`config.mk`:
```
export PLATFORM = sky130hd
export DESIGN_NAME = htlp_mod
export DESIGN_NICKNAME = d
export VERILOG_FILES = /design/src/hdl/htlp_pkg.sv /design/src/hdl/htlp_mod.sv
export SDC_FILE = /design/constraint.sdc
export NUM_CORES = 1
export LEC_CHECK = 0
export BUFFER_PORTS_ARGS = -buffer_cell sky130_fd_sc_hd__clkbuf_2
export CAP_MARGIN = 20
export CORE_UTILIZATION = 25
export CTS_BUF_LIST = sky130_fd_sc_hd__clkbuf_2
export DETAILED_ROUTE_END_ITERATION = 7
export PLACE_DENSITY_LB_ADDON = 0.1
export SLEW_MARGIN = 20
export SYNTH_ARGS = -nofsm -noshare
export SYNTH_HDL_FRONTEND = slang
export SYNTH_SLANG_ARGS = --single-unit
```
`constraint.sdc`:
```
create_clock -name clk -period 4 [get_ports clk]
set_input_delay 0.6 -clock clk [delete_from_list [all_inputs] [get_ports clk]]
set_output_delay 0.6 -clock clk [all_outputs]
set_load 0.02 [all_outputs]
```
`src/hdl/htlp_pkg.sv`:
```
package htlp_pkg;

  // Fixed field widths
  localparam int KEY_W   = 32;
  localparam int VAL_W   = 32;
  localparam int KIND_W  = 2;
  localparam int SLOT_W  = 10;
  localparam int CFG_W   = 31;
  localparam int SIZE_W  = 11;
  localparam int DVD_W   = 64;
  localparam int CNT_W   = 6;

  // Item kinds
  localparam logic [KIND_W-1:0] KIND_READ  = 2'd0;
  localparam logic [KIND_W-1:0] KIND_WRITE = 2'd1;
  localparam logic [KIND_W-1:0] KIND_CLEAR = 2'd2;
  localparam logic [KIND_W-1:0] KIND_SPARE = 2'd3;

  // Register indexes (byte address bits [3:2])
  localparam logic [1:0] REG_MULT = 2'd0;
  localparam logic [1:0] REG_MOD  = 2'd1;
  localparam logic [1:0] REG_SIZE = 2'd2;

  typedef logic [CFG_W-1:0] word_t;

endpackage

```
`src/hdl/htlp_mod.sv`:
```
module htlp_mod (
  input  logic                  clk,
  input  logic                  rst_n,
  input  logic                  start,
  input  logic [63:0]           dividend,
  input  htlp_pkg::word_t       divisor,
  output logic                  done,
  output htlp_pkg::word_t       remainder
);
  import htlp_pkg::*;

  logic [DVD_W-1:0] dvd_r;
  word_t            dsr_r;
  word_t            rem_r;
  logic [CNT_W-1:0] cnt_r;
  logic             busy_r;
  logic             done_r;
  logic [CFG_W:0]   shifted;
  logic [CFG_W:0]   diff;

  // one remainder bit a cycle, restoring
  assign shifted = {rem_r, dvd_r[DVD_W-1]};
  assign diff    = shifted - {1'b0, dsr_r};

  always_ff @(posedge clk) begin
    if (!rst_n) begin
      busy_r <= 1'b0;
      done_r <= 1'b0;
      cnt_r  <= '0;
    end else begin
      done_r <= 1'b0;
      if (start) begin
        busy_r <= 1'b1;
        cnt_r  <= '0;
        dvd_r  <= dividend;
        dsr_r  <= divisor;
        rem_r  <= '0;
      end else if (busy_r) begin
        dvd_r <= {dvd_r[DVD_W-2:0], 1'b0};
        rem_r <= diff[CFG_W] ? shifted[CFG_W-1:0] : diff[CFG_W-1:0];
        cnt_r <= cnt_r + 1'b1;
        if (cnt_r == CNT_W'(DVD_W-1)) begin
          busy_r <= 1'b0;
          done_r <= 1'b1;
        end
      end
    end
  end

  assign done      = done_r;
  assign remainder = rem_r;

endmodule
```
==> results.md <==
* Htree depth at 4
* Num CTS Buffers at 17
* Largest net degree at the start of global routing at 64
* Worst-Margin Slew at 561 ps
* Status: finished clean
* Vias/cell at 4.46
* Clk slew on worst S/H paths at 260 ps
* Congestion Overflow GR at 0
* Xor/xnor share of the synthesized area at 0.0367
* Final Cycle Share at 0.892
* Root buffer selected by CTS: clkbuf_2
* Initial Util at 0.256
* Logic pwr share at 0.271
* Routed WL at 17.7 mm
* Largest fanout on the critical path at 18
* Die X at 171 um
* Worst hold-check path type: input port to flop
* Max Cap Viol at 0
* Core area at 28,000 um2
* CP startpoint kind: flop
* Ys flop type: edfxtp_1
* CTS Buffer Depth at 2
* Post-layout nets at 879
* CTS Sinks at 134
* Final Non-Filler Cells at 1,140
* Leakage at 3.51 nW
* Setup bufs post-CTS at 0
* Post-synthesis area per instance at 12.1 um2
* Ys Warns at 0
* Crit path DAT at 4210 ps
* Max IR drop VDD at 0.233 mV
* Initial antenna violation count at 1
* Number of global-route vias before repair at 5,326
* Simple-gate share of the synthesized area at 0.0950
* CP required at 4640 ps
* Setup ws final at 433 ps
* Detailed placement HPWL at 12.5 mm
* GPL Wtd Cong at 0.795
* Die H at 171 um
* Clock share of power at 0.237
* Yosys reg bits at 134
* Largest family of logic cells by synthesized area: multiplexers
* Syn_nets at 721
* Final setup TNS at 0 ps
* Count of final setup violators at 0
* Compound-Gate Fraction of Synth Area at 0.105
* Pint at 2.31 mW
* Clk_lat worst skew at 740 ps
* Die area at 29,300 um2
* Hold Fails Final Rpt at 0
* DRT iter0 DRCs at 233
* Post-route ant nets at 0
* Routed vias at 5,079
* Power per Cell Area at 398 nW/um2
* Final core occ at 0.313
* Syn-to-layout area delta at 22.4%
* Net Sw Frac at 0.337
* Seq pwr share at 0.492
* Proportion of layout cells with a drive suffix above 1 at 0.323
* Synth unique cells at 60
* Unrepaired setup endpoints after global routing: false
* Synthesized area at 7160 um2
* Placed Cells at 1,077
* Post-DP Area at 8240 um2
* Fin. max-slew vios at 0
* Design area at 8770 um2
* Switching power total at 1.17 mW
* Mux cell area share after synthesis at 0.116
* Min cycle time layout at 3570 ps
* Crit path kind: flop to flop
* Post-synth EDFFs at 126
* Global-route usage over all layers at 0.126
* Pre-CTS WS at 450 ps
* First-pass GRT wire length at 28.4 mm
* PortBufs at 129
* CP Capture Type: flop
* CTS tree: built
* DRC Markers at 0
* Pre-antenna DRT Iters at 4
* Slew HR at 0.626
* Adder-cell share of the synthesized area at 0.0587
* Row cnt at 61
* Fraction of registers with async set/reset at 0
* Max Fclk at 280 MHz
* Routed len/inst at 15.6 um
* Ports at 130
* Mapped Cells at 590
* Register area share after synthesis at 0.551
* Clk_skew at 58.9 ps
==> cell type report <==
class                      instances  area (um2)
fill                            2911       19200
sequential                       134        3940
multi-input combinational        389        2960
timing repair buffer             167        1020
tap                              378         473
inverter                          39         146
clock inverter                    13         125
clock buffer                      19        95.1
antenna                            1        2.50
==> cell families (layout without fill, tap and decap cells) <==
group / count (synthesis) / in the layout
compound gates: 112 / 112
flops: 134 / 134
fa+ha+maj: 33 / 33
xor+xnor: 30 / 30
buf+inv: 67 / 238
other cells: 0 / 1
mux: 75 / 75
simple gates: 139 / 139
==> timing repair <==
item / in CTS / in global routing
resized for setup: 0 / 0
hold buffers: 30 / 0
endpoints found under the hold margin: 30 / 0
==> flip-flops by register name, indices dropped and copies added (netlist names) <==
signal / flops
busy_r: 1
cnt_r: 6
remainder: 31
done: 1
dvd_r: 64
dsr_r: 31
==> through the flow <==
stage | hold WS, ps | power [mW]
3_5_place_dp | 499 | 2.68
4_1_cts | 3.74 | 3.56
6_report | 91.9 | 3.49
3_3_place_gp | 466 | 2.68
2_1_floorplan | 458 | 2.41
5_1_grt | 4.36 | 3.71
==> cells in the final DEF (no fill, tap or decap), types with 3 or more instances in the layout <==
master / Yosys / final
and2_1: 5 / 5
nand2_1: 26 / 26
xor2_1: 14 / 14
xnor2_1: 16 / 16
inv_1: 39 / 39
o211ai_1: 4 / 4
dfxtp_1: 8 / 8
a211oi_1: 6 / 6
clkinv_2: 0 / 3
clkinv_4: 0 / 5
o21bai_1: 3 / 3
nor2_1: 53 / 53
a22o_1: 3 / 3
mux2i_1: 11 / 11
nor3_1: 3 / 3
o21ai_0: 13 / 13
o21a_1: 5 / 4
nor2b_1: 3 / 3
edfxtp_1: 126 / 126
ha_1: 32 / 32
or2_2: 3 / 3
a21o_1: 13 / 13
a31oi_1: 3 / 3
buf_4: 1 / 8
nand4_1: 12 / 12
a21oi_1: 42 / 42
dlygate4sd3_1: 0 / 30
clkbuf_2: 0 / 147
nand3_1: 13 / 13
nand2b_1: 3 / 3
mux2_2: 64 / 64
==> Yosys cell counts, types with 2 or more instances <==
cell | n | area [um2]
a21oi_1 | 42 | 210
ha_1 | 32 | 400
nor2_1 | 53 | 199
o21ai_1 | 2 | 10.0
mux2i_1 | 11 | 110
edfxtp_1 | 126 | 3780
mux2_2 | 64 | 721
o21ai_0 | 13 | 65.1
o21bai_1 | 3 | 22.5
nand3b_1 | 2 | 15.0
nor2b_1 | 3 | 18.8
clkbuf_1 | 19 | 71.3
or2_2 | 3 | 18.8
a211oi_1 | 6 | 45.0
nor3_1 | 3 | 15.0
buf_2 | 7 | 35.0
and2_1 | 5 | 31.3
nand4_1 | 12 | 75.1
or3_1 | 2 | 12.5
a21o_1 | 13 | 97.6
xnor2_1 | 16 | 140
o21a_1 | 5 | 37.5
and4_1 | 2 | 17.5
nand2b_1 | 3 | 18.8
nor4_1 | 3 | 18.8
a31oi_1 | 3 | 18.8
xor2_1 | 14 | 123
inv_1 | 39 | 146
a2111o_1 | 2 | 22.5
a22o_1 | 3 | 26.3
dfxtp_1 | 8 | 160
o211ai_1 | 4 | 30.0
nand2_1 | 26 | 97.6
nor3b_1 | 2 | 15.0
nand3_1 | 13 | 65.1
a311oi_1 | 2 | 17.5
==> critical path, cell delays in order, from the launching register on <==
cell,delay [ps]
edfxtp_1,480
ha_1,390
a211oi_1,320
o21bai_2,120
a211oi_1,240
o21a_1,210
mux2_2,360
or4_4,680
nor2_1,330
and4b_1,240
or3_1,110
==> power by group through the flow <==
stage          Clock, mW  Combinational (mW)  Sequential, mW
6_report           0.825               0.946            1.72
5_1_grt            0.922                1.05            1.73
4_1_cts            0.879               0.959            1.72
3_5_place_dp           0               0.930            1.75
3_3_place_gp           0               0.929            1.75
2_1_floorplan          0               0.630            1.78
==> metal layers <==
layer  vias up  GRT usage  routed length [um]
li1       2496          -                   -
met1      2452      0.157                8080
met2       120      0.205                8280
met3        11     0.0453                1180
met4         0     0.0345                 177
met5         -          0                   0
==> worst paths after layout <==
check | from | to | slack (ps) | cells after the start
max | remainder[23] | remainder[29] | 430 | 10
min | divisor[19] | dsr_r[19] | 90 | 1
max reg2reg | remainder[23] | remainder[29] | 430 | 10
min reg2reg | cnt_r[4] | done | 510 | 2
No activity file was read; power rests on OpenSTA's default activity.
